**src/hdl/hpi_pkg.sv**
```systemverilog
// hpi_pkg: shared types, constants and fixed-point helpers for the
// hermite particle interpolator; used by every module in hdl/
package hpi_pkg;

   localparam int FRAC_BITS    = 16;
   localparam int POS_WT_FRAC  = 30;
   localparam int DER_WT_FRAC  = 28;
   localparam int DENS_FRAC    = 16;
   localparam int CSR_IDX_W    = 3;
   localparam int CSR_DATA_W   = 32;

   localparam logic [2:0] CSR_ALPHA          = 3'd0;
   localparam logic [2:0] CSR_TANGENT_SCALE  = 3'd1;
   localparam logic [2:0] CSR_VEL_UNSCALE    = 3'd2;
   localparam logic [2:0] CSR_STEP_LEFT      = 3'd3;
   localparam logic [2:0] CSR_STEP_RIGHT     = 3'd4;

   localparam logic [16:0]        ALPHA_ONE   = 17'd65536;
   localparam logic signed [31:0] SCALE_ONE   = 32'sd1 <<< FRAC_BITS;
   localparam logic signed [31:0] POS_WT_ONE  = 32'sd1 <<< POS_WT_FRAC;
   localparam logic [32:0]        DENS_HALF   = 33'd1 << (DENS_FRAC - 1);
   localparam logic signed [63:0] S32_MAX     = 64'sd2147483647;
   localparam logic signed [63:0] S32_MIN     = -64'sd2147483648;

   typedef struct packed {
      logic [16:0]        alpha;
      logic signed [31:0] tangent_scale;
      logic signed [31:0] velocity_unscale;
      logic signed [31:0] step_left;
      logic signed [31:0] step_right;
   } cfg_type;

   typedef struct packed {
      logic signed [29:0] g00;
      logic signed [29:0] g10;
      logic signed [29:0] g11;
   } der_wt_type;

   typedef struct packed {
      logic signed [31:0] h00;
      logic signed [31:0] h01;
      logic signed [31:0] h10;
      logic signed [31:0] h11;
   } pos_wt_type;

   typedef struct packed {
      logic signed [31:0] pos_a;
      logic signed [31:0] vel_a;
      logic signed [31:0] pos_b;
      logic signed [31:0] vel_b;
      logic               valid_a;
      logic               valid_b;
      logic [15:0]        density_a;
      logic [15:0]        density_b;
   } item_type;

   typedef struct packed {
      logic signed [31:0] new_pos;
      logic signed [31:0] new_vel;
      logic [15:0]        new_density;
      logic               new_valid;
   } res_type;

   // round half up, then arithmetic shift
   function automatic logic signed [63:0] rshr(input logic signed [63:0] x,
                                               input int unsigned n);
      logic signed [63:0] half;
      half = 64'sd1 <<< (n - 1);
      return (x + half) >>> n;
   endfunction

   function automatic logic signed [31:0] sat32(input logic signed [63:0] x);
      if (x > S32_MAX) begin
         return 32'sh7fffffff;
      end else if (x < S32_MIN) begin
         return 32'sh80000000;
      end
      return x[31:0];
   endfunction

endpackage

```
**src/hdl/hpi_weights.sv**
```systemverilog
// hpi_weights: three-stage pipeline forming the hermite basis weights
// and their derivative weights from alpha; depends on hpi_pkg
module hpi_weights (
   input  logic                clock,
   input  logic [16:0]         alpha,
   output hpi_pkg::der_wt_type der_wt,
   output hpi_pkg::pos_wt_type pos_wt
);
   import hpi_pkg::*;

   // stage 1: alpha and its square
   logic [16:0]        a1_ff, a1_in;
   logic [32:0]        sq1_ff, sq1_in;
   logic [33:0]        sq_full;
   // stage 2: cube and derivative weights
   logic [16:0]        a2_ff, a2_in;
   logic [32:0]        sq2_ff, sq2_in;
   logic [48:0]        cube2_ff, cube2_in;
   logic [49:0]        cube_full;
   der_wt_type         der_ff, der_in;
   logic signed [39:0] sq_s, a_s, x00, x10, x11;
   logic signed [39:0] r00, r10, r11;
   // stage 3: position weights
   pos_wt_type         pos_ff, pos_in;
   logic signed [51:0] cube_q, sq_q, a_q, y01, y10, y11;
   logic signed [51:0] q01, q10, q11;

   always_comb begin
      a1_in   = alpha;
      sq_full = {17'b0, alpha} * {17'b0, alpha};
      sq1_in  = sq_full[32:0];
   end

   always_comb begin
      a2_in     = a1_ff;
      sq2_in    = sq1_ff;
      cube_full = {17'b0, sq1_ff} * {33'b0, a1_ff};
      cube2_in  = cube_full[48:0];
      sq_s      = $signed({7'b0, sq1_ff});
      a_s       = $signed({7'b0, a1_ff, 16'b0});
      x00       = (sq_s <<< 2) + (sq_s <<< 1) - ((a_s <<< 2) + (a_s <<< 1));
      x10       = (sq_s <<< 1) + sq_s - (a_s <<< 2) + (40'sd1 <<< 32);
      x11       = (sq_s <<< 1) + sq_s - (a_s <<< 1);
      r00       = (x00 + 40'sd8) >>> 4;
      r10       = (x10 + 40'sd8) >>> 4;
      r11       = (x11 + 40'sd8) >>> 4;
      der_in.g00 = $signed(r00[29:0]);
      der_in.g10 = $signed(r10[29:0]);
      der_in.g11 = $signed(r11[29:0]);
   end

   always_comb begin
      cube_q = $signed({3'b0, cube2_ff});
      sq_q   = $signed({3'b0, sq2_ff, 16'b0});
      a_q    = $signed({3'b0, a2_ff, 32'b0});
      y01    = (sq_q <<< 1) + sq_q - (cube_q <<< 1);
      y10    = cube_q - (sq_q <<< 1) + a_q;
      y11    = cube_q - sq_q;
      q01    = (y01 + (52'sd1 <<< 17)) >>> 18;
      q10    = (y10 + (52'sd1 <<< 17)) >>> 18;
      q11    = (y11 + (52'sd1 <<< 17)) >>> 18;
      pos_in.h01 = $signed(q01[31:0]);
      pos_in.h00 = POS_WT_ONE - $signed(q01[31:0]);
      pos_in.h10 = $signed(q10[31:0]);
      pos_in.h11 = $signed(q11[31:0]);
   end

   always_ff @(posedge clock) begin
      a1_ff    <= a1_in;
      sq1_ff   <= sq1_in;
      a2_ff    <= a2_in;
      sq2_ff   <= sq2_in;
      cube2_ff <= cube2_in;
      der_ff   <= der_in;
      pos_ff   <= pos_in;
   end

   assign der_wt = der_ff;
   assign pos_wt = pos_ff;

endmodule

```
**config.mk**
```make
export PLATFORM = sky130hd
export DESIGN_NAME = hpi_weights
export DESIGN_NICKNAME = d
export VERILOG_FILES = /design/src/hdl/hpi_pkg.sv /design/src/hdl/hpi_weights.sv
export SDC_FILE = /design/constraint.sdc
export NUM_CORES = 2
export LEC_CHECK = 0
export BUFFER_PORTS_ARGS = -buffer_cell sky130_fd_sc_hd__buf_4
export CORE_MARGIN = 2
export CORE_UTILIZATION = 29
export DETAILED_ROUTE_END_ITERATION = 16
export GPL_ROUTABILITY_DRIVEN = 0
export GPL_TIMING_DRIVEN = 0
export HOLD_SLACK_MARGIN = 0.15
export PLACE_DENSITY = 0.42
export SLEW_MARGIN = 20
export SYNTH_ARGS = -nofsm -noshare
export SYNTH_HDL_FRONTEND = slang
export SYNTH_SLANG_ARGS = --single-unit
```
**constraint.sdc**
```tcl
create_clock -name clock -period 8.4 [get_ports clock]
set_input_delay 1.68 -clock clock [delete_from_list [all_inputs] [get_ports clock]]
set_output_delay 1.68 -clock clock [all_outputs]
set_load 0.01 [all_outputs]
```
-- Word-level counts from Yosys, hierarchy flattened
Cells that the tools add are included.
- add/sub/neg operators: 19
- multipliers: 2
- operator list (operator ; number):
    50-bit by 19-bit adder with 50-bit output, second input constant ; 3
    34-bit by 5-bit adder with 34-bit output, second input constant ; 3
    34-bit subtractor ; 3
    34-bit adder ; 2
    50-bit by 49-bit adder with 50-bit output ; 1
    50-bit adder ; 1
    49-bit by 49-bit subtractor with 50-bit output ; 1
    49-bit by 50-bit subtractor with 50-bit output ; 1
    50-bit subtractor ; 1
    33-bit by 17-bit multiplier with 49-bit output ; 1
    34-bit by 33-bit adder with 34-bit output ; 1
    34-bit adder, second input constant ; 1
    17-bit by 17-bit multiplier with 33-bit output ; 1
    32-bit subtractor, first input constant ; 1
- bits in registers: 367
- bits of input ports: 18
- output and inout port bits: 218

-- Depth between registers and ports, before layout
- word-level depth: 4
- mapped depth: 28
- mapped depth without buffers: 27

-- Worst setup path before layout
OpenSTA, ideal clock, no wires.
- kind: input -> register
- start point: input port alpha[14]
- end point: register sq1_ff[31]
- library setup time: 72 ps
- data arrival time: 7813 ps
- required time: 8328 ps
- path slack: 515 ps
- cell stages on the path: 27
- cells stage by stage: clkbuf_1 clkbuf_1 nand2_1 fa_1 inv_1 fa_1 inv_1 fa_1 inv_1 fa_1 inv_1 fa_1 fa_1 inv_1 ha_1 a21o_1 a21o_1 a21o_1 a21o_1 a21o_1 a221o_1 a21oi_1 o21bai_1 nand2_1 nand2_1 o41ai_1 xnor2_1
- longest elaborated chain between the ends: 1
- RTL lines (item ; RTL line ; RTL):
    start, declared ; hpi_weights.sv:5 ; input logic [16:0] alpha,
    17-bit by 17-bit multiplier with 33-bit output ; hpi_weights.sv:30 ; sq_full = {17'b0, alpha} * {17'b0, alpha};
    net sq_full[31] ; hpi_weights.sv:14 ; logic [33:0] sq_full;
    end signal, assigned ; hpi_weights.sv:70 ; sq1_ff <= sq1_in;
    end, declared ; hpi_weights.sv:13 ; logic [32:0] sq1_ff, sq1_in;
The timed path passes the listed nets, and every way through them passes these cells.

-- Worst setup path in the final report
- start point: register sq1_ff[31]
- end point: register cube2_ff[48]
- longest elaborated chain between the ends: 1
- RTL lines (item ; RTL line ; RTL):
    33-bit by 17-bit multiplier with 49-bit output ; hpi_weights.sv:37 ; cube_full = {17'b0, sq1_ff} * {33'b0, a1_ff};
    net cube_full[48] ; hpi_weights.sv:19 ; logic [49:0] cube_full;
    end signal, assigned ; hpi_weights.sv:73 ; cube2_ff <= cube2_in;
    end, declared ; hpi_weights.sv:18 ; logic [48:0] cube2_ff, cube2_in;
The timed path passes the listed nets, and every way through them passes these cells.

==> impl_summary.log <==
[metrics] vias in the first global route: between 30000 and 40000
[metrics] Final Hold Viols: 0
[metrics] Clock Skews: about 0.050 ns
[metrics] Top FF cell, synth: sky130_fd_sc_hd__dfxtp_1
[metrics] FF+latch count, synth: approximately 350
[metrics] sequential fraction of the synthesis area: about 14%
[metrics] worst min-delay path class: flop to flop
[metrics] I/O Buffers: approximately 240
[metrics] total clock buffers created by CTS: 43
[metrics] setup repair after global routing missed its margin: no
[metrics] highest attainable clock frequency: 123 MHz
[metrics] insertion delay to the later sink of the worst-skew pair: 0.63 ns
[metrics] top-area cell type share of the netlist area: 30.2%
[metrics] Avg Inst Size Synth: a little under 9 µm²
[metrics] measured slew at the worst slew-check pin: roughly 1.2 ns
[metrics] distinct cell type count after synthesis: 96
[metrics] number of filler instances in the final layout: 17600
[metrics] CTS hold repair buffers: 0
[metrics] DR DRC count: 0
[metrics] crit path max-delay cell type: sky130_fd_sc_hd__clkbuf_1
[metrics] placeable core area: about 170000 µm²
[metrics] most frequent cells after synthesis: 1123 x sky130_fd_sc_hd__inv_1, 728 x sky130_fd_sc_hd__fa_1, 617 x sky130_fd_sc_hd__ha_1, 560 x sky130_fd_sc_hd__nand2_1, 348 x sky130_fd_sc_hd__dfxtp_1
[metrics] maximum number of pins on one net before global-route repair: 18
[metrics] DRC violation total after the first TritonRoute iteration: 2004
[metrics] number of placed I/O pins: 236
[metrics] starting density of the core: between 20% and 30%
[metrics] DRT antenna net count: 0
[metrics] vertical die dimension: 412 µm
[metrics] total global routing overflow: 0
[metrics] Horiz. Die Dim: 412 µm
[metrics] setup fix buffers added after clock tree synthesis: 0
[metrics] post-cts gate resize count: 3
[metrics] async set-or-reset flop fraction in the synthesized netlist: 0%
[metrics] crit start category: flop
[metrics] overall routed net length: ~150 mm
[metrics] number of antenna violations at the first check in global routing: 10
[metrics] placed wire-length estimate: roughly 130 mm
[metrics] fraction of final layout cells with drive strength greater than 1: 7.15%
[metrics] critical path's top delay family: adder cells
[metrics] CP Data Arrival Time: 8.65 ns
[metrics] Relative slew margins: 19.8%
[metrics] required time at the worst-slack endpoint: 8.91 ns
[metrics] setup-violating endpoint count in the final report: 0
[metrics] buffering stage count on the worst path with inverters included: 7
[metrics] Clock Tree Buf Depth: 3
[metrics] final layout net count: 7049
[metrics] status: finished, final reports clean
[metrics] Synth Instances: 5400
[metrics] root buffer cell: sky130_fd_sc_hd__clkbuf_16
[metrics] start-to-end type of the worst setup path: flop to flop
[metrics] signed area change from the synthesized netlist to the final layout: 12.6%
[metrics] most used standard cell by instance count after synthesis: sky130_fd_sc_hd__inv_1
[metrics] dominant combinational cell family by area after synthesis: adder cells
[metrics] worst setup slack after placement: -0.646 ns
[metrics] post-synthesis compound-gate area fraction: 10.8%
[metrics] final setup margin: roughly 0.26 ns
[metrics] number of sinks handled by clock tree synthesis: 348
[metrics] simple logic cell fraction of the synthesized area: 12.8%
[metrics] number of search-and-repair iterations in the first detailed-routing pass: 5
[metrics] EDFF count, synth: 0
[metrics] Final Critical Period: 8.14 ns
[metrics] CP dominant cell by count: sky130_fd_sc_hd__fa_1
[metrics] mux cell area share after synthesis: 0.130%
[metrics] floorplan die area: 170000 µm²
[metrics] biggest area consumer among synthesized cells: sky130_fd_sc_hd__fa_1
[metrics] delay of the slowest cell on the worst path: 0.77 ns
[metrics] Std-Cell Rows: roughly 150
[metrics] GRT Resource Usage Total: 17.8%
[metrics] Max Slew Vio Count: 0
[metrics] global-route wire length before repair: 230 mm
[metrics] post-synthesis instance area: 48300 µm²
[metrics] vias per cell: around 4.6
[metrics] CTS tree: done
[metrics] level count of the clock H-tree: 2
[metrics] category of the worst setup path capture point: flop
[metrics] vias after detailed routing: approximately 36000
[metrics] adder and majority gate portion of the synthesized area: 46.2%
[metrics] max capacitance violation total: 0
[metrics] area share of xor/xnor cells in the synthesized design: 5.52%
[metrics] average detailed-routed wire length per instance: roughly 19 µm
[metrics] post-CTS clock slew at the launch and capture registers of the worst setup and hold paths: about 0.060 ns
[metrics] Tcrit/Tclk final: 96.9%
[metrics] Synthesis Warnings: 0
[metrics] critical path peak fanout: 10
[metrics] ranking of synthesized cells by area: sky130_fd_sc_hd__fa_1 30%, sky130_fd_sc_hd__ha_1 16%, sky130_fd_sc_hd__dfxtp_1 14%, sky130_fd_sc_hd__inv_1 8.7%, sky130_fd_sc_hd__nand2_1 4.4%
-- final timing paths --
kind | start | to | slack [ns] | cells after the start
worst max-delay path | sq1_ff[31]$_DFF_P_ | cube2_ff[48]$_DFF_P_ | 0.26 | 25
worst min-delay path | a1_ff[11]$_DFF_P_ | a2_ff[11]$_DFF_P_ | 0.44 | 0
worst max register to register | sq1_ff[31]$_DFF_P_ | cube2_ff[48]$_DFF_P_ | 0.26 | 25
worst min register to register | a1_ff[11]$_DFF_P_ | a2_ff[11]$_DFF_P_ | 0.44 | 0
-- layout make-up --
class,instances,area [µm²],area share [%]
diodes,3,7.51,0.0138
plain buffers,145,632,1.16
clock buffers,53,1160,2.14
clock inverters,26,308,0.567
inverters,1127,4230,7.79
multi-input cells,3785,36500,67.2
flip-flops and latches,348,6970,12.8
well taps,2189,2740,5.04
repair buffers,236,1780,3.28
-- metrics by stage --
stage	cell area [µm²]	util (%)	setup TNS [ns]	hold WS, ns	instances
6_report	54300	32.9	0	0.443	7912
3_3_place_gp	52800	32.0	-4.79	0.342	7834
3_5_place_dp	52800	32.0	-2.54	0.342	7835
4_1_cts	54300	32.9	0	0.354	7913
5_1_grt	54300	32.9	0	0.444	7909
2_1_floorplan	48300	-	0	0.329	5410
-- cells by family (layout without fill, tap and decap cells) --
group | after synthesis | count (layout)
adders and majority gates | 1345 | 1345
AOI/OAI and AO/OA | 807 | 807
xor gates and xnor gates | 301 | 301
muxes | 6 | 6
buffers and inverters | 1277 | 1587
DFF | 348 | 348
other | 2 | 15
and+or+nand+nor | 1314 | 1314
-- layer usage --
layer / track usage (%) / up-vias / routed length (µm)
met5: 0 / - / 28
met4: 4.57 / 4 / 3930
met3: 2.68 / 148 / 7850
met2: 28.8 / 872 / 67300
met1: 24.9 / 17700 / 71300
li1: - / 17500 / -
-- cells in the final DEF, fill, tap and decap left out, drive strengths merged, types with 11 or more instances in the layout --
master	count
a21oi	273
ha	617
nand3	55
o21ai	150
dfxtp	348
nand2	561
nand3b	11
or3	13
inv	1126
nand2b	45
nor3	43
a21boi	12
and2	154
o31ai	14
nor2b	37
nand4	36
o211ai	14
o21a	32
clkbuf	177
or2	17
a21o	133
a211oi	24
clkinv	16
nor2	276
a31oi	35
buf	257
xor2	82
o21bai	37
conb	12
fa	728
xnor2	219
and3	28
-- sequential cells by signal, indices dropped and copies added, names as in the netlist --
signal	count
a1_ff	17
pos_wt	127
cube2_ff	49
der_wt	77
sq1_ff	31
a2_ff	16
sq2_ff	31
Power is not shown: default switching activity piles up to over one toggle a cycle in this logic, so the estimate is an artifact.
