`src/hdl/hpi_pkg.sv`:
```
// hpi_pkg: shared types, constants and fixed-point helpers for the
// hermite particle interpolator; used by every module in hdl/
package hpi_pkg;

   localparam int FRAC_BITS    = 16;
   localparam int POS_WT_FRAC  = 30;
   localparam int DER_WT_FRAC  = 28;
   localparam int DENS_FRAC    = 16;
   localparam int CSR_IDX_W    = 3;
   localparam int CSR_DATA_W   = 32;

   localparam logic [2:0] CSR_ALPHA          = 3'd0;
   localparam logic [2:0] CSR_TANGENT_SCALE  = 3'd1;
   localparam logic [2:0] CSR_VEL_UNSCALE    = 3'd2;
   localparam logic [2:0] CSR_STEP_LEFT      = 3'd3;
   localparam logic [2:0] CSR_STEP_RIGHT     = 3'd4;

   localparam logic [16:0]        ALPHA_ONE   = 17'd65536;
   localparam logic signed [31:0] SCALE_ONE   = 32'sd1 <<< FRAC_BITS;
   localparam logic signed [31:0] POS_WT_ONE  = 32'sd1 <<< POS_WT_FRAC;
   localparam logic [32:0]        DENS_HALF   = 33'd1 << (DENS_FRAC - 1);
   localparam logic signed [63:0] S32_MAX     = 64'sd2147483647;
   localparam logic signed [63:0] S32_MIN     = -64'sd2147483648;

   typedef struct packed {
      logic [16:0]        alpha;
      logic signed [31:0] tangent_scale;
      logic signed [31:0] velocity_unscale;
      logic signed [31:0] step_left;
      logic signed [31:0] step_right;
   } cfg_type;

   typedef struct packed {
      logic signed [29:0] g00;
      logic signed [29:0] g10;
      logic signed [29:0] g11;
   } der_wt_type;

   typedef struct packed {
      logic signed [31:0] h00;
      logic signed [31:0] h01;
      logic signed [31:0] h10;
      logic signed [31:0] h11;
   } pos_wt_type;

   typedef struct packed {
      logic signed [31:0] pos_a;
      logic signed [31:0] vel_a;
      logic signed [31:0] pos_b;
      logic signed [31:0] vel_b;
      logic               valid_a;
      logic               valid_b;
      logic [15:0]        density_a;
      logic [15:0]        density_b;
   } item_type;

   typedef struct packed {
      logic signed [31:0] new_pos;
      logic signed [31:0] new_vel;
      logic [15:0]        new_density;
      logic               new_valid;
   } res_type;

   // round half up, then arithmetic shift
   function automatic logic signed [63:0] rshr(input logic signed [63:0] x,
                                               input int unsigned n);
      logic signed [63:0] half;
      half = 64'sd1 <<< (n - 1);
      return (x + half) >>> n;
   endfunction

   function automatic logic signed [31:0] sat32(input logic signed [63:0] x);
      if (x > S32_MAX) begin
         return 32'sh7fffffff;
      end else if (x < S32_MIN) begin
         return 32'sh80000000;
      end
      return x[31:0];
   endfunction

endpackage

```
`src/hdl/hpi_csr.sv`:
```
// hpi_csr: configuration registers with the alpha clamp
// depends on hpi_pkg
module hpi_csr (
   input  logic                           clock,
   input  logic                           reset,
   input  logic                           csr_we,
   input  logic [hpi_pkg::CSR_IDX_W-1:0]  csr_index,
   input  logic [hpi_pkg::CSR_DATA_W-1:0] csr_wdata,
   output hpi_pkg::cfg_type               cfg
);
   import hpi_pkg::*;

   logic [16:0]        alpha_ff, alpha_in;
   logic signed [31:0] tscale_ff, tscale_in;
   logic signed [31:0] vunscale_ff, vunscale_in;
   logic signed [31:0] step_l_ff, step_l_in;
   logic signed [31:0] step_r_ff, step_r_in;

   always_comb begin
      alpha_in    = alpha_ff;
      tscale_in   = tscale_ff;
      vunscale_in = vunscale_ff;
      step_l_in   = step_l_ff;
      step_r_in   = step_r_ff;
      if (csr_we) begin
         unique case (csr_index)
            CSR_ALPHA:         alpha_in    = csr_wdata[16:0];
            CSR_TANGENT_SCALE: tscale_in   = $signed(csr_wdata);
            CSR_VEL_UNSCALE:   vunscale_in = $signed(csr_wdata);
            CSR_STEP_LEFT:     step_l_in   = $signed(csr_wdata);
            CSR_STEP_RIGHT:    step_r_in   = $signed(csr_wdata);
            default: ;
         endcase
      end
   end

   always_ff @(posedge clock) begin
      if (reset) begin
         alpha_ff    <= '0;
         tscale_ff   <= SCALE_ONE;
         vunscale_ff <= SCALE_ONE;
         step_l_ff   <= '0;
         step_r_ff   <= '0;
      end else begin
         alpha_ff    <= alpha_in;
         tscale_ff   <= tscale_in;
         vunscale_ff <= vunscale_in;
         step_l_ff   <= step_l_in;
         step_r_ff   <= step_r_in;
      end
   end

   assign cfg.alpha            = (alpha_ff > ALPHA_ONE) ? ALPHA_ONE : alpha_ff;
   assign cfg.tangent_scale    = tscale_ff;
   assign cfg.velocity_unscale = vunscale_ff;
   assign cfg.step_left        = step_l_ff;
   assign cfg.step_right       = step_r_ff;

endmodule

```
`config.mk`:
```
export PLATFORM = sky130hd
export DESIGN_NAME = hpi_csr
export DESIGN_NICKNAME = d
export VERILOG_FILES = /design/src/hdl/hpi_pkg.sv /design/src/hdl/hpi_csr.sv
export SDC_FILE = /design/constraint.sdc
export NUM_CORES = 1
export LEC_CHECK = 0
export ABC_CLOCK_PERIOD_IN_PS = 1800
export BUFFER_PORTS_ARGS = -buffer_cell sky130_fd_sc_hd__buf_2
export CORE_MARGIN = 5
export CORE_UTILIZATION = 50
export CTS_CLUSTER_SIZE = 25
export DETAILED_ROUTE_END_ITERATION = 12
export GPL_TIMING_DRIVEN = 0
export PLACE_DENSITY = 0.8
export SLEW_MARGIN = 20
export SYNTH_ARGS = -nofsm -noshare
export SYNTH_HDL_FRONTEND = slang
export SYNTH_SLANG_ARGS = --single-unit
```
`constraint.sdc`:
```
create_clock -name clock -period 1.8 [get_ports clock]
set_input_delay 0.36 -clock clock [delete_from_list [all_inputs] [get_ports clock]]
set_output_delay 0.36 -clock clock [all_outputs]
set_load 0.02 [all_outputs]
```
======== Word level (Yosys, flattened, before mapping) ========
Index checks and enable logic that the tools add are counted.
W data, S select, Z words.
cells by class
  $lt $le $gt $ge ......................... 1
  reductions and logical operators ........ 6
  equality and inequality tests ........... 4
  muxes and demuxes ....................... 1
operators by type and width
  operator                number
  $gt A17 B17 Y1 const B  1
  $mux W17                1
  $reduce_and A2 Y1       5
  $eq A3 B2 Y1 const B    2
  $eq A3 B1 Y1 const B    1
  $eq A3 B3 Y1 const B    1
  $logic_not A3 Y1        1
word-level totals
  output and inout bits ................... 145
  input port bits ......................... 38
  flip-flop bits (word level) ............. 145

======== Longest topological paths before layout ========
Gate-level depths: netlist of run 1.
  word-level depth ........................ 2
  depth in mapped cells ................... 6
  mapped depth without buffers ............ 3

======== Worst setup path after synthesis of run 1 ========
Ideal clock, no wire load.
  path kind ............................... reg2out
  start ................................... register alpha_ff[11]
  end ..................................... output cfg[133] in the netlist's numbering
  slack ................................... 151 ps
  stages on the path, launching flop included .. 4
  buffers on the path ..................... 0
  data arrival time ....................... 1289 ps
  path through ............................ dfxtp_1 -> nor4_1 -> a41oi_1 -> nor2b_1
RTL lines
  element                 RTL line       RTL
  from (decl)             hpi_csr.sv:13  logic [16:0] alpha_ff, alpha_in;
  from (signal assigned)  hpi_csr.sv:45  alpha_ff <= alpha_in;
  to (decl)               hpi_csr.sv:9   output hpi_pkg::cfg_type cfg

==> flow_results.org, run 1 <==
** Drt
- The routed design has roughly 16000 um of wire.
- Wire segments on met2 add up to about 7700 um in the final route.
- The first detailed-routing pass ran for 6 iterations.
- Using the TritonRoute via totals, the vias-per-cell ratio works out to 5.15.
- Summing over every cut layer, the via total after detailed routing is 5216.
- Highest Signal Layer :: met5
- After detailed routing, the met3 layer carries 1320 um of wire.
- After the first detailed-routing iteration, the DRC count stood at 295.
- The detail route stage leaves a number of antenna-violating nets equal to 0.
- Number of remaining DRC errors :: 0
- Dividing the detail-routed wire length by the instance count gives ~16 um.
- M1 WL :: approximately 7000 um

** Outcome
- Violations in the final reports :: negative setup slack
- Outcome :: finished, violations left

** Power and ir drop
- Comb pwr share :: between 7 and 8%
- Power Density :: 1060 nW/um^2
- Summed over all nets, the switching power comes to approximately 1.8 mW.
- Proportion of power drawn by flip-flops and latches :: 44.1%
- The worst-case IR drop observed on VDD is around 600 uV.
- Switching portion of total power :: 23.8%
- Power share of the clock group :: 48.8%
- Leakage component of the power :: approximately 3 nW
- Internal power of the cells :: 5.74 mW

** Critical path
- Cell count of the worst reg-to-reg path :: 2
- Worst path arrival time :: about 1.8 ns
- The most critical setup path has its startpoint at alpha_ff[14]$_SDFFE_PP0P_.
- Setup slack on the worst reg-to-reg path comes out at a little over 1 ns.
- The worst register-to-register path begins at alpha_ff[16]$_SDFFE_PP0P_.
- Setup CP Type :: flop to output pin
- Endpoint of the most critical register-to-register path :: alpha_ff[16]$_SDFFE_PP0P_
- The most critical setup path has its endpoint at cfg[134].
- Highest net fanout along the worst path :: 5
- CP endpoint kind :: output pin
- At the worst endpoint, the required time is ~1.4 ns.
- The worst setup path is launched from a flop.

** Finish
- Most frequent cells in the layout :: sky130_fd_sc_hd__nand2_1, sky130_fd_sc_hd__buf_2, sky130_fd_sc_hd__dfxtp_1, sky130_fd_sc_hd__a21oi_1, sky130_fd_sc_hd__clkbuf_1
- Ratio of cells with drive above 1 in the final layout :: between 30% and 40%
- Antenna diode count :: 0
- From synthesis to final layout, the design area changed by 33.9%.
- In the final design database the tool counted about 900 nets.
- Filler Cells Inserted :: around 860
- With fillers left out, the area of the finished cells amounts to slightly above 7000 um^2.
- Most common library cell in the layout ignoring fill and taps :: sky130_fd_sc_hd__nand2_1

** Die
- The floorplan has 37 rows.
- From left edge to right edge, the die measures roughly 110 um.
- The initial utilization of the core area, before any placement, comes to roughly 51%.
- Pin placement for this block handled about 180 I/O pins.
- Core Box Area :: 10300 um^2
- The die covers approximately 13000 um^2.
- Die Y :: 113 um

** Clocking
- The root buffer cell chosen for the clock tree is sky130_fd_sc_hd__clkbuf_8.
- # H-tree levels :: 4
- TritonCTS built the clock tree.
- The tree built by TritonCTS fans out to roughly 150 sinks.
- Clock network latency to the later pin of the worst-skew pair :: just over 0.5 ns
- Worst-case clock buffer depth :: 2
- Buffers inserted during clock tree synthesis total 17.
- Worst-path clk slew :: about 0.060 ns
- Hold repair after CTS inserted 0 buffers.

** Place
- Post-Place Setup Slack :: -0.149 ns
- Summed over all nets, the half-perimeter wirelength after detailed placement is between 10000 and 15000 um.
- Area post-placement :: between 6000 and 7000 um^2
- In this run the tool buffered the top-level ports with between 150 and 200 buffer cells.
- At the end of routability-driven placement, the weighted congestion stood at slightly above 0.8.

** STA
- Summed over all failing endpoints, the final setup total negative slack is -3.41 ns.
- The worst path uses 121% of the clock period.
- Final-layout worst hold slack :: roughly 0.12 ns
- Count of final hold-check violations :: 0
- Measured against its own limit, the worst slew margin works out to between 50% and 60%.
- For the pin with the worst max-slew slack, the measured transition is a little over 0.6 ns.
- RSZ-0062 raised after global routing :: true
- Min Tclk post-route :: 2.18 ns
- Setup slack on the critical path of the routed design comes to -0.381 ns.
- Max frequency :: about 460 MHz
- The number of pins exceeding their max-slew limit in the final report is 0.
- For the final database, setup skew stands at 0 ns.
- Setup violations, final :: 10

** Yosys
- Seq/Total Area, Yosys :: about 55%
- Cell Area, Synth :: about 5300 um^2
- Dividing the synthesized area by the synthesized cell count gives approximately 8 um^2.
- Net count after synthesis :: between 700 and 800
- In this run, distinct cell masters in the synthesized netlist total 20.
- The synthesized design contains about 150 register bits.
- Synthesis produced 666 cells.
- Number of warning messages in the yosys log :: 0

** Hold path
- The min-delay analysis places its worst path in the category primary input to flop.
- Counting instances, the worst hold path has a depth of 3.

** Job
- Max-capacitance violation count :: 0

** Global routing
- The first global-routing pass estimated around 25000 um of wire.
- Number of antenna violations at the first check in global routing :: 1
- Global routing used roughly a quarter of the available tracks across all layers.
- The number of global-route vias before repair came to 4925.
- For this run the aggregate overflow at the end of global routing stands at 0.
- Entering global routing, the biggest net connects 17 pins.
[registers in the layout, indices dropped and copies added (netlist names)]
signal and cells:
alpha_ff 17, step_r_ff 32, vunscale_ff 32, tscale_ff 32
step_l_ff 32
[metal layers]
layer  track usage [%]  vias up
met4              6.97        2
met3              8.45       29
met2              40.5      195
met1              31.1     2442
met5                 0        -
li1                  -     2548
[kinds of logic (layout without fill, tap and decap cells)]
family / count (synthesis) / in the layout / share of synthesized area [%]
simple gates: 322 / 322 / 26.0
compound gates: 144 / 145 / 14.4
flops: 145 / 145 / 54.7
buf+inv: 55 / 265 / 5.00
[synthesized netlist by cell type]
| master | count | area, um^2 |
|---|---|---|
| sky130_fd_sc_hd__a21oi_2 | 10 | 87.6 |
| sky130_fd_sc_hd__a41oi_1 | 1 | 8.76 |
| sky130_fd_sc_hd__buf_12 | 1 | 20.0 |
| sky130_fd_sc_hd__nor2b_1 | 16 | 100 |
| sky130_fd_sc_hd__and4bb_1 | 3 | 37.5 |
| sky130_fd_sc_hd__nor4b_4 | 1 | 23.8 |
| sky130_fd_sc_hd__inv_1 | 1 | 3.75 |
| sky130_fd_sc_hd__buf_6 | 3 | 33.8 |
| sky130_fd_sc_hd__buf_2 | 16 | 80.1 |
| sky130_fd_sc_hd__nor4_1 | 4 | 25.0 |
| sky130_fd_sc_hd__and4b_1 | 1 | 10.0 |
| sky130_fd_sc_hd__or4b_1 | 1 | 10.0 |
| sky130_fd_sc_hd__nand3b_1 | 2 | 15.0 |
| sky130_fd_sc_hd__dfxtp_1 | 145 | 2900 |
| sky130_fd_sc_hd__clkbuf_1 | 34 | 128 |
| sky130_fd_sc_hd__nand2_1 | 280 | 1050 |
| sky130_fd_sc_hd__nand4bb_1 | 3 | 33.8 |
| sky130_fd_sc_hd__a21oi_1 | 133 | 666 |
| sky130_fd_sc_hd__nand4b_1 | 1 | 8.76 |
| sky130_fd_sc_hd__nand2_2 | 10 | 62.6 |
[layout make-up]
cell class	instances	area, um^2	share of cell area (%)
Buffer	54	262	3.68
Clock buffer	19	432	6.07
Clock inverter	12	183	2.57
Inverter	1	3.75	0.0528
Multi-Input combinational cell	467	2220	31.3
Sequential cell	145	2910	41.0
Tap cell	136	170	2.39
Timing Repair Buffer	179	923	13.0
[critical path, cell delays in order, from the launching register on]
cell                      delay (ns)
sky130_fd_sc_hd__dfxtp_2        0.34
sky130_fd_sc_hd__nor4_4         0.35
sky130_fd_sc_hd__a41oi_2        0.26
sky130_fd_sc_hd__nor2b_1        0.19
sky130_fd_sc_hd__buf_4          0.16
[repair_timing]
action	4_1_cts	5_1_grt
gates resized for setup	25	3
gates cloned	1	0
buffers inserted	1	0
pin swaps	6	3
endpoints found under the setup margin	10	10
[worst min-delay path by stage]
stage / to / slack [ns] / startpoint
3_3_place_gp: step_r_ff[17]$_SDFFE_PP0P_ / 0.44 / step_r_ff[17]$_SDFFE_PP0P_
2_1_floorplan: alpha_ff[1]$_SDFFE_PP0P_ / 0.44 / alpha_ff[1]$_SDFFE_PP0P_
4_1_cts: step_l_ff[28]$_SDFFE_PP0P_ / 0.09 / csr_wdata[28]
6_report: tscale_ff[28]$_SDFFE_PP0P_ / 0.12 / csr_wdata[28]
5_1_grt: step_r_ff[22]$_SDFFE_PP0P_ / 0.1 / csr_wdata[22]
3_5_place_dp: vunscale_ff[27]$_SDFFE_PP0P_ / 0.44 / vunscale_ff[27]$_SDFFE_PP0P_
[per-stage QoR]
stage | std cells | utilization, % | power, mW
floorplan | 666 | - | 3.67
global placement | 980 | 61.7 | 3.90
detailed placement | 980 | 61.7 | 3.90
CTS | 1013 | 68.8 | 7.56
global route | 1013 | 68.9 | 7.74
finish | 1013 | 68.9 | 7.53
[power groups by stage]
| stage | Combinational (mW) | Clock (mW) | Sequential [mW] |
|---|---|---|---|
| floorplan | 0.215 | 0 | 3.46 |
| global placement | 0.511 | 0 | 3.38 |
| detailed placement | 0.513 | 0 | 3.39 |
| CTS | 0.533 | 3.70 | 3.32 |
| global route | 0.577 | 3.84 | 3.33 |
| finish | 0.533 | 3.67 | 3.32 |
(Power assumes the default switching activity.)
==> run 2: changes to the inputs <==
Settings changed: PLACE_DENSITY 0.8 to 0.76.
==> flow_results.org, run 2 (synthesis results as in run 1) <==
** Clocking
- The TritonCTS clock tree is yes (unchanged).
- The H-tree depth reported by CTS is 4 (unchanged).
- Number of sinks on the clock net :: 145 (unchanged)
- The number of CTS-inserted buffers was 17 (unchanged).
- The clock-pin slew of the registers on the worst-case setup and hold paths came to 0.06 ns (about the same).
- The cell at the root of the clock tree was sky130_fd_sc_hd__clkbuf_8 (unchanged).
- The hold buffer count at CTS was 0 (unchanged).
- The largest buffer count on any clock path was 2 (unchanged).
- The clock latency on the worst-skew pair came to 0.52 ns (was 0.51 ns).

** Power and ir drop
- The largest vdd supply drop came to 529 uV (was 586 uV).
- The sequential group share of total power is 47.5% (was 44.1%).
- Internal power of the cells :: 5.33 mW (was 5.74 mW)
- Power share of the clock group :: 44.8% (was 48.8%)
- Leakage component of the power :: 3.02 nW (was 3.04 nW)
- The total power was 6.99 mW (was 7.53 mW).
- The cell area power density was 996 nW/um^2 (was 1060 nW/um^2).
- Switching portion of total power :: 23.8% (about the same)
- P_sw :: 1.66 mW (was 1.79 mW)
- Comb pwr share :: 7.7% (was 7.1%)

** STA
- The final worst clock skew was 0 ns (unchanged).
- The number of endpoints failing setup at the final stage came to 10 (unchanged).
- RSZ-0062 raised after global routing :: true (unchanged)
- Tightest slew margin relative to the limit :: 59.0% (was 58.8%)
- Slew Viols, Final :: 0 (unchanged)
- The worst setup margin came to -0.405 ns (was -0.381 ns).
- The final count of hold timing violations came to 0 (unchanged).
- The maximum clock frequency came to 454 MHz (was 459 MHz).
- The slew at the pin with the worst max-slew slack is 0.614 ns (was 0.618 ns).
- Min Tclk post-route :: 2.20 ns (was 2.18 ns)
- Tcrit/Tclk final :: 122% (was 121%)
- Final-layout worst hold slack :: 0.119 ns (was 0.116 ns)

** Hold path
- The hold-critical path depth was 3 (unchanged).
- The class of the most critical hold timing path is primary input to flop (unchanged).

** Drt
- The total routed wirelength was 16900 um (was 16200 um).
- The mean routed wirelength per cell is 16.7 um (was 16.0 um).
- Number of remaining DRC errors :: 0 (unchanged)
- Violation count after the first detailed-routing iteration :: 276 (was 295)
- Number of optimization iterations in the first detailed-route pass :: 5 (was 6)
- The detailed-route vias per instance is 5.20 (was 5.15).
- Routed Antenna Nets :: 0 (unchanged)
- The total via count after detailed routing is 5276 (was 5216).

** Critical path
- The data arrival time of the critical path was 1.84 ns (was 1.82 ns).
- Setup CP Type :: flop to output pin (unchanged)
- The required arrival time at the worst endpoint came to 1.44 ns (about the same).
- The number of cell instances on the worst register-to-register path was 2 (unchanged).
- The biggest fanout along the worst timing path was 5 (unchanged).
- CP endpoint kind :: output pin (unchanged)
- The critical path launch point type was a flop (unchanged).

** Finish
- The post-layout net count came to 904 (was 903).
- Most frequent cells in the layout: sky130_fd_sc_hd__nand2_1, sky130_fd_sc_hd__buf_2, sky130_fd_sc_hd__dfxtp_1, sky130_fd_sc_hd__a21oi_1, sky130_fd_sc_hd__clkbuf_1 (unchanged).
- Count of non-filler cells in the finished layout :: 1014 (was 1013)
- Ratio of cells with drive above 1 in the final layout :: 29.6% (was 30.1%)
- The synthesis-to-finish area growth is 32.3% (was 33.9%).
- Most common library cell in the layout ignoring fill and taps :: sky130_fd_sc_hd__nand2_1 (unchanged)
- The final antenna diode count is 0 (unchanged).
- The filler cell count is 836 (was 857).

** Die
- The initial cell density of the core is 51.4% (unchanged).
- Die Y :: 113 um (unchanged)
- The die span in x is 113 um (unchanged).
- The area of the placeable core came to 10300 um^2 (unchanged).
- The overall die area came to 12800 um^2 (unchanged).
- I/O pin count :: 183 (unchanged)
- The count of standard-cell rows came to 37 (unchanged).

** Outcome
- Outcome :: finished, violations left (unchanged)
- Violations in the final reports :: negative setup slack (unchanged)

** Global routing
- The number of global-route vias before repair came to 5406 (was 4925).
- The largest net degree at the start of global routing was 17 (unchanged).
- Number of antenna violations at the first check in global routing :: 1 (unchanged)
- The first-pass GRT wire length is 27100 um (was 25400 um).
- The overall track demand over capacity in global routing is 26.7% (was 24.7%).
- Residual overflow from global routing :: 0 (unchanged)

** Place
- Number of I/O port buffers :: 178 (unchanged)
- The number of cells after detailed placement came to 980 (unchanged).
- The sum of net half-perimeters after detailed placement is 12100 um (was 11500 um).
- Final Wtd Congestion :: 0.823 (was 0.826)

** Job
- The number of violations of the max-capacitance limit came to 0 (unchanged).
==> run 2: per-stage QoR <==
step | setup TNS [ns] | setup slack (ns) | area, um^2 | utilization [%]
2_1_floorplan | 0 | 0.151 | 5310 | -
3_3_place_gp | -1.70 | -0.0700 | 6370 | 61.7
3_5_place_dp | -4.56 | -0.154 | 6370 | 61.7
4_1_cts | -3.28 | -0.345 | 7020 | 68.0
5_1_grt | -4.53 | -0.495 | 7020 | 68.0
6_report | -3.67 | -0.405 | 7020 | 68.0
==> run 2: area by class of cell <==
class | instances | area (um^2) | area share (%)
Sequential cell | 145 | 2910 | 41.5
Multi-Input combinational cell | 467 | 2220 | 31.7
Timing Repair Buffer | 180 | 931 | 13.3
Clock buffer | 24 | 460 | 6.56
Buffer | 54 | 262 | 3.72
Tap cell | 136 | 170 | 2.42
Clock inverter | 7 | 60.1 | 0.855
Inverter | 1 | 3.75 | 0.0534
==> run 2: path summary, 6_finish.rpt <==
path                                      from                            to  slack [ns]
setup / recovery     alpha_ff[14]$_SDFFE_PP0P_                      cfg[136]       -0.40
hold / removal                   csr_wdata[28]    step_l_ff[28]$_SDFFE_PP0P_        0.12
setup reg to reg     alpha_ff[16]$_SDFFE_PP0P_     alpha_ff[16]$_SDFFE_PP0P_        0.99
hold reg to reg   vunscale_ff[29]$_SDFFE_PP0P_  vunscale_ff[29]$_SDFFE_PP0P_        0.45
==> run 2: critical path: stages (launching register included) <==
cell and delay (ns):
sky130_fd_sc_hd__dfxtp_2 0.33, sky130_fd_sc_hd__nor4_4 0.39, sky130_fd_sc_hd__a41oi_2 0.26, sky130_fd_sc_hd__nor2b_1 0.19, sky130_fd_sc_hd__buf_4 0.16
==> run 2: power by group through the flow <==
stage	Clock (mW)	Combinational (mW)	Sequential, mW
after floorplan	0	0.215	3.46
after global placement	0	0.500	3.38
after detailed placement	0	0.514	3.39
after CTS	3.16	0.535	3.32
after global routing	3.32	0.584	3.33
final	3.13	0.537	3.32
==> run 2: layer usage <==
layer / part of all wire (%) / global-route usage (%)
met1: 40 / 30.8
met2: 49 / 45.6
met3: 8.5 / 8.34
met4: 2.5 / 11.2
met5: 0.077 / 0
==> run 2: timing repair <==
item	CTS	global route
cloned	1	0
gates resized for setup	26	2
pin swaps	6	5
buffers inserted	2	0
endpoints found under the setup margin	10	10
